File: src/hw/rtl/admx_pkg.sv
// ----------------------------------------------------------------------------
// admx_pkg: shared types and constants for the arcade drive mixer
// Register indexes, reset values, blend weights and stage enable struct.
// ----------------------------------------------------------------------------
package admx_pkg;

	localparam int NUM_STAGES = 8;
	localparam int CFG_IDX_W  = 3;
	localparam int CFG_DATA_W = 9;

	// configuration register indexes
	localparam logic [CFG_IDX_W-1:0] REG_STICK_DB   = 3'd0;
	localparam logic [CFG_IDX_W-1:0] REG_FAST_THR   = 3'd1;
	localparam logic [CFG_IDX_W-1:0] REG_SLOW_GAIN  = 3'd2;
	localparam logic [CFG_IDX_W-1:0] REG_FAST_GAIN  = 3'd3;
	localparam logic [CFG_IDX_W-1:0] REG_OUT_DB     = 3'd4;
	localparam logic [CFG_IDX_W-1:0] REG_STOP_SPEED = 3'd5;
	localparam logic [CFG_IDX_W-1:0] REG_JUMP_THR   = 3'd6;
	localparam logic [CFG_IDX_W-1:0] REG_MV_PER_PCT = 3'd7;

	// reset values
	localparam logic [6:0] RST_STICK_DB   = 7'd10;
	localparam logic [6:0] RST_FAST_THR   = 7'd60;
	localparam logic [8:0] RST_SLOW_GAIN  = 9'd166;
	localparam logic [8:0] RST_FAST_GAIN  = 9'd205;
	localparam logic [6:0] RST_OUT_DB     = 7'd5;
	localparam logic [6:0] RST_STOP_SPEED = 7'd7;
	localparam logic [7:0] RST_JUMP_THR   = 8'd50;
	localparam logic [7:0] RST_MV_PER_PCT = 8'd130;

	// Q8 blend weights
	localparam logic [8:0] K_FULL = 9'd256;
	localparam logic [8:0] K_HIGH = 9'd205;
	localparam logic [8:0] K_HALF = 9'd128;
	localparam logic [8:0] K_LOW  = 9'd46;

	// Q8 target clamp, +-100 percent
	localparam logic signed [18:0] TGT_MAX = 19'sd25600;
	localparam logic signed [18:0] TGT_MIN = -19'sd25600;

	// load enables for the blend stages of each side
	typedef struct packed {
		logic s5;
		logic s6;
		logic s7;
		logic s8;
	} stage_en_t;

endpackage

File: src/hw/rtl/admx_side.sv
// ----------------------------------------------------------------------------
// admx_side: blend and millivolt scaling for one drive side
// Four register stages: weight products, sum, scale, round and saturate.
// ----------------------------------------------------------------------------
module admx_side (
	input  logic                     clk,
	input  admx_pkg::stage_en_t      en,
	input  logic [8:0]               k,
	input  logic signed [15:0]       target,
	input  logic signed [8:0]        meas,
	input  logic [7:0]               mv_per_pct,
	input  logic                     coast,
	output logic signed [15:0]       drive_mv
);

	logic [8:0]         k_comp;
	logic signed [25:0] pt_s5;
	logic signed [18:0] po_s5;
	logic               coast_s5;
	logic signed [25:0] blend_s6;
	logic               coast_s6;
	logic signed [34:0] x_s7;
	logic               coast_s7;
	logic signed [35:0] xr;
	logic signed [19:0] q;
	logic signed [15:0] sat;
	logic signed [15:0] drive_s8;

	assign k_comp = admx_pkg::K_FULL - k;

	always_ff @(posedge clk) begin
		if (en.s5) begin
			pt_s5    <= $signed({1'b0, k}) * target;
			po_s5    <= $signed({1'b0, k_comp}) * meas;
			coast_s5 <= coast;
		end
		if (en.s6) begin
			blend_s6 <= pt_s5 + $signed({po_s5, 7'b0});
			coast_s6 <= coast_s5;
		end
		if (en.s7) begin
			x_s7     <= blend_s6 * $signed({1'b0, mv_per_pct});
			coast_s7 <= coast_s6;
		end
		if (en.s8) begin
			drive_s8 <= coast_s7 ? 16'sd0 : sat;
		end
	end

	// round half up, floor by 2^16
	always_comb begin
		xr = 36'(x_s7) + 36'sd32768;
		q  = xr[35:16];
		if (q > 20'sd32767)
			sat = 16'sd32767;
		else if (q < -20'sd32768)
			sat = -16'sd32768;
		else
			sat = q[15:0];
	end

	assign drive_mv = drive_s8;

endmodule

File: src/hw/rtl/arcade_drive_mixer_with_slew_blend_top.sv
// ----------------------------------------------------------------------------
// arcade_drive_mixer_with_slew_blend_top: arcade drive mixer with speed blend
// Depth: 8 register stages from input to output.
// Throughput: one item per cycle while out_stall is low; each stage holds at most one item.
// A stalled output holds only the stages behind it that are full; bubbles close up.
// Reset clears all valid bits and loads the register defaults; data needs none.
// ----------------------------------------------------------------------------
module arcade_drive_mixer_with_slew_blend_top (
	input  logic                                 clk,
	input  logic                                 arst_n,

	// configuration
	input  logic                                 cfg_wr_en,
	input  logic [admx_pkg::CFG_IDX_W-1:0]       cfg_index,
	input  logic [admx_pkg::CFG_DATA_W-1:0]      cfg_data,

	// input channel
	input  logic                                 in_valid,
	output logic                                 in_stall,
	input  logic signed [7:0]                    forward_stick,
	input  logic signed [7:0]                    turn_stick,
	input  logic signed [7:0]                    left_front_speed,
	input  logic signed [7:0]                    left_rear_speed,
	input  logic signed [7:0]                    right_front_speed,
	input  logic signed [7:0]                    right_rear_speed,

	// output channel
	output logic                                 out_valid,
	input  logic                                 out_stall,
	output logic signed [15:0]                   left_drive_mv,
	output logic signed [15:0]                   right_drive_mv,
	output logic                                 coast_stop
);

	localparam int NS = admx_pkg::NUM_STAGES;

	// ------------------------------------------------------------------
	// Configuration registers
	// ------------------------------------------------------------------
	logic [6:0] stick_db_q;
	logic [6:0] fast_thr_q;
	logic [8:0] slow_gain_q;
	logic [8:0] fast_gain_q;
	logic [6:0] out_db_q;
	logic [6:0] stop_speed_q;
	logic [7:0] jump_thr_q;
	logic [7:0] mv_per_pct_q;

	always_ff @(posedge clk or negedge arst_n) begin
		if (!arst_n) begin
			stick_db_q   <= admx_pkg::RST_STICK_DB;
			fast_thr_q   <= admx_pkg::RST_FAST_THR;
			slow_gain_q  <= admx_pkg::RST_SLOW_GAIN;
			fast_gain_q  <= admx_pkg::RST_FAST_GAIN;
			out_db_q     <= admx_pkg::RST_OUT_DB;
			stop_speed_q <= admx_pkg::RST_STOP_SPEED;
			jump_thr_q   <= admx_pkg::RST_JUMP_THR;
			mv_per_pct_q <= admx_pkg::RST_MV_PER_PCT;
		end else if (cfg_wr_en) begin
			case (cfg_index)
				admx_pkg::REG_STICK_DB:   stick_db_q   <= cfg_data[6:0];
				admx_pkg::REG_FAST_THR:   fast_thr_q   <= cfg_data[6:0];
				admx_pkg::REG_SLOW_GAIN:  slow_gain_q  <= cfg_data;
				admx_pkg::REG_FAST_GAIN:  fast_gain_q  <= cfg_data;
				admx_pkg::REG_OUT_DB:     out_db_q     <= cfg_data[6:0];
				admx_pkg::REG_STOP_SPEED: stop_speed_q <= cfg_data[6:0];
				admx_pkg::REG_JUMP_THR:   jump_thr_q   <= cfg_data[7:0];
				admx_pkg::REG_MV_PER_PCT: mv_per_pct_q <= cfg_data[7:0];
				default: ;
			endcase
		end
	end

	// ------------------------------------------------------------------
	// Pipeline control: a stage loads when it is empty or its successor
	// loads, so bubbles close up behind a stalled output.
	// ------------------------------------------------------------------
	logic [NS:1]   stage_vld_q;
	logic [NS:1]   load;
	logic [NS-1:0] vld_in;

	always_comb begin
		load[NS] = !stage_vld_q[NS] || !out_stall;
		for (int i = NS - 1; i >= 1; i--) begin
			load[i] = !stage_vld_q[i] || load[i+1];
		end
		vld_in[0] = in_valid;
		for (int i = 1; i <= NS - 1; i++) begin
			vld_in[i] = stage_vld_q[i];
		end
	end

	always_ff @(posedge clk or negedge arst_n) begin
		if (!arst_n) begin
			stage_vld_q <= '0;
		end else begin
			for (int i = 1; i <= NS; i++) begin
				if (load[i]) stage_vld_q[i] <= vld_in[i-1];
			end
		end
	end

	assign in_stall = !load[1];

	// ------------------------------------------------------------------
	// Stage 1: stick deadband, turn gain pick, per-side speed sums
	// ------------------------------------------------------------------
	logic signed [8:0] fwd_x, turn_x, fwd_abs_x, turn_abs_x;
	logic [7:0]        fwd_abs, turn_abs, turn_abs_db;
	logic              fwd_zero, turn_zero;

	logic signed [7:0] fwd_s1, turn_s1;
	logic [8:0]        gain_s1;
	logic signed [8:0] lo_s1, ro_s1;

	always_comb begin
		fwd_x       = {forward_stick[7], forward_stick};
		turn_x      = {turn_stick[7], turn_stick};
		fwd_abs_x   = fwd_x[8] ? -fwd_x : fwd_x;
		turn_abs_x  = turn_x[8] ? -turn_x : turn_x;
		fwd_abs     = fwd_abs_x[7:0];
		turn_abs    = turn_abs_x[7:0];
		fwd_zero    = fwd_abs < {1'b0, stick_db_q};
		turn_zero   = turn_abs < {1'b0, stick_db_q};
		turn_abs_db = turn_zero ? 8'd0 : turn_abs;
	end

	always_ff @(posedge clk) begin
		if (load[1]) begin
			fwd_s1  <= fwd_zero ? 8'sd0 : forward_stick;
			turn_s1 <= turn_zero ? 8'sd0 : turn_stick;
			gain_s1 <= (turn_abs_db > {1'b0, fast_thr_q}) ? fast_gain_q : slow_gain_q;
			lo_s1   <= $signed({left_front_speed[7], left_front_speed})
			         + $signed({left_rear_speed[7], left_rear_speed});
			ro_s1   <= $signed({right_front_speed[7], right_front_speed})
			         + $signed({right_rear_speed[7], right_rear_speed});
		end
	end

	// ------------------------------------------------------------------
	// Stage 2: turn times gain (Q8)
	// ------------------------------------------------------------------
	logic signed [17:0] prod_s2;
	logic signed [7:0]  fwd_s2;
	logic signed [8:0]  lo_s2, ro_s2;

	always_ff @(posedge clk) begin
		if (load[2]) begin
			prod_s2 <= turn_s1 * $signed({1'b0, gain_s1});
			fwd_s2  <= fwd_s1;
			lo_s2   <= lo_s1;
			ro_s2   <= ro_s1;
		end
	end

	// ------------------------------------------------------------------
	// Stage 3: mix, clamp to +-100 percent, output deadband
	// ------------------------------------------------------------------
	logic signed [18:0] fwd_q8, prod_x, lsum, rsum;
	logic signed [15:0] lt_c, rt_c, lt_sh, rt_sh;
	logic [15:0]        lt_abs, rt_abs;

	logic signed [15:0] lt_s3, rt_s3;
	logic signed [8:0]  lo_s3, ro_s3;

	always_comb begin
		fwd_q8 = {{3{fwd_s2[7]}}, fwd_s2, 8'b0};
		prod_x = {prod_s2[17], prod_s2};
		lsum   = fwd_q8 + prod_x;
		rsum   = fwd_q8 - prod_x;

		if (lsum > admx_pkg::TGT_MAX)      lt_c = admx_pkg::TGT_MAX[15:0];
		else if (lsum < admx_pkg::TGT_MIN) lt_c = admx_pkg::TGT_MIN[15:0];
		else                               lt_c = lsum[15:0];

		if (rsum > admx_pkg::TGT_MAX)      rt_c = admx_pkg::TGT_MAX[15:0];
		else if (rsum < admx_pkg::TGT_MIN) rt_c = admx_pkg::TGT_MIN[15:0];
		else                               rt_c = rsum[15:0];

		lt_abs = lt_c[15] ? 16'(-lt_c) : 16'(lt_c);
		rt_abs = rt_c[15] ? 16'(-rt_c) : 16'(rt_c);
		lt_sh  = (lt_abs < {1'b0, out_db_q, 8'b0}) ? 16'sd0 : lt_c;
		rt_sh  = (rt_abs < {1'b0, out_db_q, 8'b0}) ? 16'sd0 : rt_c;
	end

	always_ff @(posedge clk) begin
		if (load[3]) begin
			lt_s3 <= lt_sh;
			rt_s3 <= rt_sh;
			lo_s3 <= lo_s2;
			ro_s3 <= ro_s2;
		end
	end

	// ------------------------------------------------------------------
	// Stage 4: coast decision, reversal and jump tests, weight pick
	// ------------------------------------------------------------------
	logic signed [8:0]  lo_abs_x, ro_abs_x;
	logic [8:0]         lo_abs, ro_abs;
	logic signed [17:0] ldiff, rdiff;
	logic [17:0]        ldiff_abs, rdiff_abs;
	logic               coast, lrev, rrev, ljump, rjump;
	logic [8:0]         k_sel;

	logic               coast_s4;
	logic [8:0]         k_s4;
	logic signed [15:0] lt_s4, rt_s4;
	logic signed [8:0]  lo_s4, ro_s4;

	always_comb begin
		lo_abs_x = lo_s3[8] ? -lo_s3 : lo_s3;
		ro_abs_x = ro_s3[8] ? -ro_s3 : ro_s3;
		lo_abs   = lo_abs_x;
		ro_abs   = ro_abs_x;
		coast    = (lt_s3 == 16'sd0) && (rt_s3 == 16'sd0)
		        && (lo_abs < {1'b0, stop_speed_q, 1'b0})
		        && (ro_abs < {1'b0, stop_speed_q, 1'b0});

		lrev = ((lt_s3 > 16'sd0) && (lo_s3 < 9'sd0)) || ((lt_s3 < 16'sd0) && (lo_s3 > 9'sd0));
		rrev = ((rt_s3 > 16'sd0) && (ro_s3 < 9'sd0)) || ((rt_s3 < 16'sd0) && (ro_s3 > 9'sd0));

		ldiff     = {{2{lt_s3[15]}}, lt_s3} - {{2{lo_s3[8]}}, lo_s3, 7'b0};
		rdiff     = {{2{rt_s3[15]}}, rt_s3} - {{2{ro_s3[8]}}, ro_s3, 7'b0};
		ldiff_abs = ldiff[17] ? 18'(-ldiff) : 18'(ldiff);
		rdiff_abs = rdiff[17] ? 18'(-rdiff) : 18'(rdiff);
		ljump     = ldiff_abs > {2'b0, jump_thr_q, 8'b0};
		rjump     = rdiff_abs > {2'b0, jump_thr_q, 8'b0};

		if (lrev && rrev)
			k_sel = (ljump && rjump) ? admx_pkg::K_LOW : admx_pkg::K_HALF;
		else if (lrev || rrev)
			k_sel = (ljump || rjump) ? admx_pkg::K_HALF : admx_pkg::K_HIGH;
		else
			k_sel = (ljump && rjump) ? admx_pkg::K_HIGH : admx_pkg::K_FULL;
	end

	always_ff @(posedge clk) begin
		if (load[4]) begin
			coast_s4 <= coast;
			k_s4     <= k_sel;
			lt_s4    <= lt_s3;
			rt_s4    <= rt_s3;
			lo_s4    <= lo_s3;
			ro_s4    <= ro_s3;
		end
	end

	// ------------------------------------------------------------------
	// Stages 5-8: blend, scale to millivolts, saturate (one unit per side)
	// ------------------------------------------------------------------
	admx_pkg::stage_en_t blend_en;

	assign blend_en.s5 = load[5];
	assign blend_en.s6 = load[6];
	assign blend_en.s7 = load[7];
	assign blend_en.s8 = load[8];

	admx_side u_left (
		.clk        (clk),
		.en         (blend_en),
		.k          (k_s4),
		.target     (lt_s4),
		.meas       (lo_s4),
		.mv_per_pct (mv_per_pct_q),
		.coast      (coast_s4),
		.drive_mv   (left_drive_mv)
	);

	admx_side u_right (
		.clk        (clk),
		.en         (blend_en),
		.k          (k_s4),
		.target     (rt_s4),
		.meas       (ro_s4),
		.mv_per_pct (mv_per_pct_q),
		.coast      (coast_s4),
		.drive_mv   (right_drive_mv)
	);

	// carry the coast flag alongside the side units
	logic coast_s5, coast_s6, coast_s7, coast_s8;

	always_ff @(posedge clk) begin
		if (load[5]) coast_s5 <= coast_s4;
		if (load[6]) coast_s6 <= coast_s5;
		if (load[7]) coast_s7 <= coast_s6;
		if (load[8]) coast_s8 <= coast_s7;
	end

	assign out_valid  = stage_vld_q[NS];
	assign coast_stop = coast_s8;

	// ------------------------------------------------------------------
	// Assertions
	// ------------------------------------------------------------------
	a_coast_zero: assert property (@(posedge clk) disable iff (!arst_n)
		out_valid && coast_stop |-> left_drive_mv == 16'sd0 && right_drive_mv == 16'sd0)
		else $error("coast result carries nonzero drive");

	a_empty_out_accepts: assert property (@(posedge clk) disable iff (!arst_n)
		!out_valid |-> !in_stall)
		else $error("input stalled while output stage is empty");

	a_transfer_enters: assert property (@(posedge clk) disable iff (!arst_n)
		in_valid && !in_stall |=> stage_vld_q[1])
		else $error("accepted transfer did not reach first stage");

	a_hold_result: assert property (@(posedge clk) disable iff (!arst_n)
		out_valid && out_stall |=> out_valid && $stable(left_drive_mv)
			&& $stable(right_drive_mv) && $stable(coast_stop))
		else $error("stalled result changed");

endmodule

File: config.mk
export PLATFORM = sky130hd
export DESIGN_NAME = arcade_drive_mixer_with_slew_blend_top
export DESIGN_NICKNAME = d
export VERILOG_FILES = /design/src/hw/rtl/admx_pkg.sv /design/src/hw/rtl/admx_side.sv /design/src/hw/rtl/arcade_drive_mixer_with_slew_blend_top.sv
export SDC_FILE = /design/constraint.sdc
export NUM_CORES = 2
export LEC_CHECK = 0
export BUFFER_PORTS_ARGS = -buffer_cell sky130_fd_sc_hd__clkbuf_2
export CORE_AREA = 5 5 401 403
export DETAILED_ROUTE_END_ITERATION = 12
export DIE_AREA = 0 0 406 408
export PLACE_DENSITY_LB_ADDON = 0.1
export SLEW_MARGIN = 30
export SYNTH_ARGS = -nofsm -noshare
export SYNTH_HDL_FRONTEND = slang
export SYNTH_SLANG_ARGS = --single-unit
File: constraint.sdc
create_clock -name clk -period 12.1 [get_ports clk]
set_input_delay 1.21 -clock clk [delete_from_list [all_inputs] [get_ports clk]]
set_output_delay 1.21 -clock clk [all_outputs]
set_load 0.02 [all_outputs]
==> results.yml <==
synthesis:
  synth.distinct_cells: 84
  yosys_most_used_dff: "edfxtp_1"
  yosys_warnings: 0
  yosys.area.top_type_share: 0.247
  synth_largest_area_cell: "fa_1"
  netlist_instances: 5406
  synth_common_cells: "inv_1 (1049), fa_1 (674), ha_1 (600)"
  syn_area_per_cell_um2: 10.1
  synthesis.nets: 6745
  synthArstFlopShare: 0.146
  synth-edff-count: 411
  ys_seq_elements: 481
  yosysMostFrequentCell: "inv_1"
  synth_area_leaders: "fa_1 (25%), edfxtp_1 (23%), ha_1 (14%)"
  seq_area_frac_synth: 0.259
  synth_area_um2: 54500
floorplanning:
  dieArea_um2: 166000
  rows: 146
  core-area_um2: 157000
  dieHeight_um: 408
  pin_count: 100
  initial_core_util: 0.347
  die_w_um: 406
cts:
  cts.clk_slew.worst_paths_ns: 0.07
  post_cts_buffers: 0
  tritoncts: "yes"
  cts_root_buf: "clkbuf_16"
  cts_buffer_depth: 3
  cts.sinks: 481
  hold_buffers: 0
  post_cts_resized: 0
  htree_levels: 3
  cts_made_buffers: 66
  clkLatencyLatePin_ns: 0.66
detailed_routing:
  drtIter0Drc: 1470
  via_per_inst: 4.65
  wl_per_cell_um: 16.4
  drt-total-wl_mm: 124
  drc: 0
  drtPass1Iterations: 5
  vias: 35413
  ant_nets: 0
sta:
  finalSetupTns_ns: 0
  setup_ws_ns: 4.05
  skew_ns: 0.0379
  finalSetupViolations: 0
  report.final.slew_viol_count: 0
  hold_viol: 0
  grt_setup_unrepaired: "false"
  finalCritPeriodShare: 0.665
  fmax_mhz: 124
  period_needed_ns: 8.05
  maxSlewHeadroom: 0.355
  worstMarginPinSlew_ns: 0.962
global_route:
  grt_pass1_vias: 38255
  grt_pass1_wl_mm: 208
  antenna_found_initial: 3
  grt_usage: 0.156
  grt_max_degree: 58
  gr-total-overflow: 0
finish:
  multi_input_area_um2: 36000
  final_area_um2: 59600
  diodes: 0
  drive_above_1_share: 0.0677
  fin_nets: 6824
  synthToLayoutAreaGrowth_pct: 9.28
  seq_area_um2: 14100
  fillerInstances: 15887
status:
  status: "complete, no violations"
worst_hold_path:
  min_path_type: "in2async"
setup_path:
  required_ns: 12.48
  worst_r2r_endpoint: "u_right.po_s5[18]"
  crit_type: "reg2reg"
  rrSetupSlack_ns: 4.05
  arrival_ns: 8.43
  critPathMaxFanout: 52
  reg2reg_depth: 25
  worstReg2RegStart: "k_s4[6]"
  crit_path_start_kind: "flop"
  critPathCaptureType: "flop"
placed_design:
  post-place-ws_ns: 4.05
  io_buffers: 99
  placed_area_um2: 57400
  dp_hpwl_mm: 101
  gp_congestion: 0.799
job:
  drv_cap: 0
layer usage:
layer	GRT usage	vias up	share of wire
li1	-	17550	-
met1	0.219	17350	0.49
met2	0.254	382	0.45
met3	0.0233	131	0.031
met4	0.0363	0	0.022
met5	0	-	0
through the flow:
stage / utilization / hold slack [ns] / instances
3_3_place_gp: 0.365 / 0.401 / 7488
4_1_cts: 0.379 / 0.313 / 7610
5_1_grt: 0.379 / 0.338 / 7610
3_5_place_dp: 0.366 / 0.405 / 7489
2_1_floorplan: - / 0.400 / 5406
6_report: 0.379 / 0.381 / 7610
cell type report:
| type | count | share of cell area |
|---|---|---|
| clock inverters | 40 | 0.00741 |
| clock buffers | 81 | 0.0287 |
| repair buffers | 133 | 0.0130 |
| flip-flops and latches | 481 | 0.237 |
| well taps | 2072 | 0.0435 |
| multi-input cells | 3754 | 0.604 |
| inverters | 1049 | 0.0661 |
worst max path at each step:
stage	from	end	slack [ns]	cells after the start
after floorplan	k_s4[6]	u_right.po_s5[18]	4.94	28
after detailed placement	k_s4[6]	u_right.po_s5[18]	4.05	25
after CTS	k_s4[6]	u_right.po_s5[18]	4.01	25
final	k_s4[6]	u_right.po_s5[18]	4.05	25
after global placement	k_s4[6]	u_right.po_s5[18]	4.28	25
after global routing	k_s4[6]	u_right.po_s5[18]	3.50	25
worst max-delay path, stage by stage, from the launching register on:
cell and delay, ns:
edfxtp_1 0.36, buf_4 0.32, inv_1 0.18, ha_1 0.18, ha_1 0.62, nand2_1 0.15, nor2_1 0.22, xor2_1 0.64
buf_4 0.28, nand2_1 0.09, fa_1 0.57, inv_1 0.05, fa_1 0.49, fa_1 0.57, fa_1 0.44, fa_1 0.45
ha_1 0.31, inv_1 0.09, o21bai_1 0.07, a21oi_1 0.22, o21bai_1 0.12, a211o_1 0.32, a2111oi_0 0.60, o31ai_1 0.15
a21oi_1 0.19, xnor2_1 0.07
layout by cell type (no fill, tap or decap), types with 19 or more instances in the layout:
cell | synthesis | final
inv_1 | 1049 | 1047
and2_1 | 514 | 514
o21bai_1 | 28 | 28
mux2_2 | 56 | 56
nand2_1 | 428 | 424
nand4_1 | 23 | 23
a21o_1 | 44 | 44
a21oi_1 | 179 | 179
clkbuf_2 | 0 | 98
nor2_1 | 216 | 215
clkbuf_16 | 0 | 66
and3_1 | 22 | 22
nand2b_1 | 69 | 69
or2_2 | 19 | 19
fa_1 | 674 | 674
buf_4 | 0 | 34
xnor2_1 | 209 | 208
ha_1 | 600 | 600
nand3_1 | 51 | 49
a31oi_1 | 25 | 25
nor2b_1 | 42 | 42
dfstp_2 | 25 | 25
o21a_1 | 37 | 37
or3_1 | 22 | 22
xor2_1 | 69 | 69
dfrtp_1 | 45 | 43
o21ai_0 | 135 | 135
nor3_1 | 81 | 81
edfxtp_1 | 411 | 411
sequential cells by signal, summed over array words and instances, names as in the netlist, 16 cells and up:
signal            count
u_left.drive_mv      16
prod_s2              18
rt_s4                16
u_left.x_s7          20
u_right.blend_s6     26
u_left.po_s5         19
u_right.po_s5        19
u_left.blend_s6      26
u_right.drive_mv     16
u_right.x_s7         20
lt_s4                16
u_right.pt_s5        26
lt_s3                16
u_left.pt_s5         26
rt_s3                16
cells by family after synthesis:
family | synth area share
buf+inv | 0.0812
mux | 0.0125
simple gates | 0.146
xor+xnor | 0.0450
compound gates | 0.0708
fa+ha+maj | 0.385
flops | 0.259
Power is left out: the tool's default activity adds up to more than one toggle a clock period on the data nets, which glitch-free logic cannot reach.
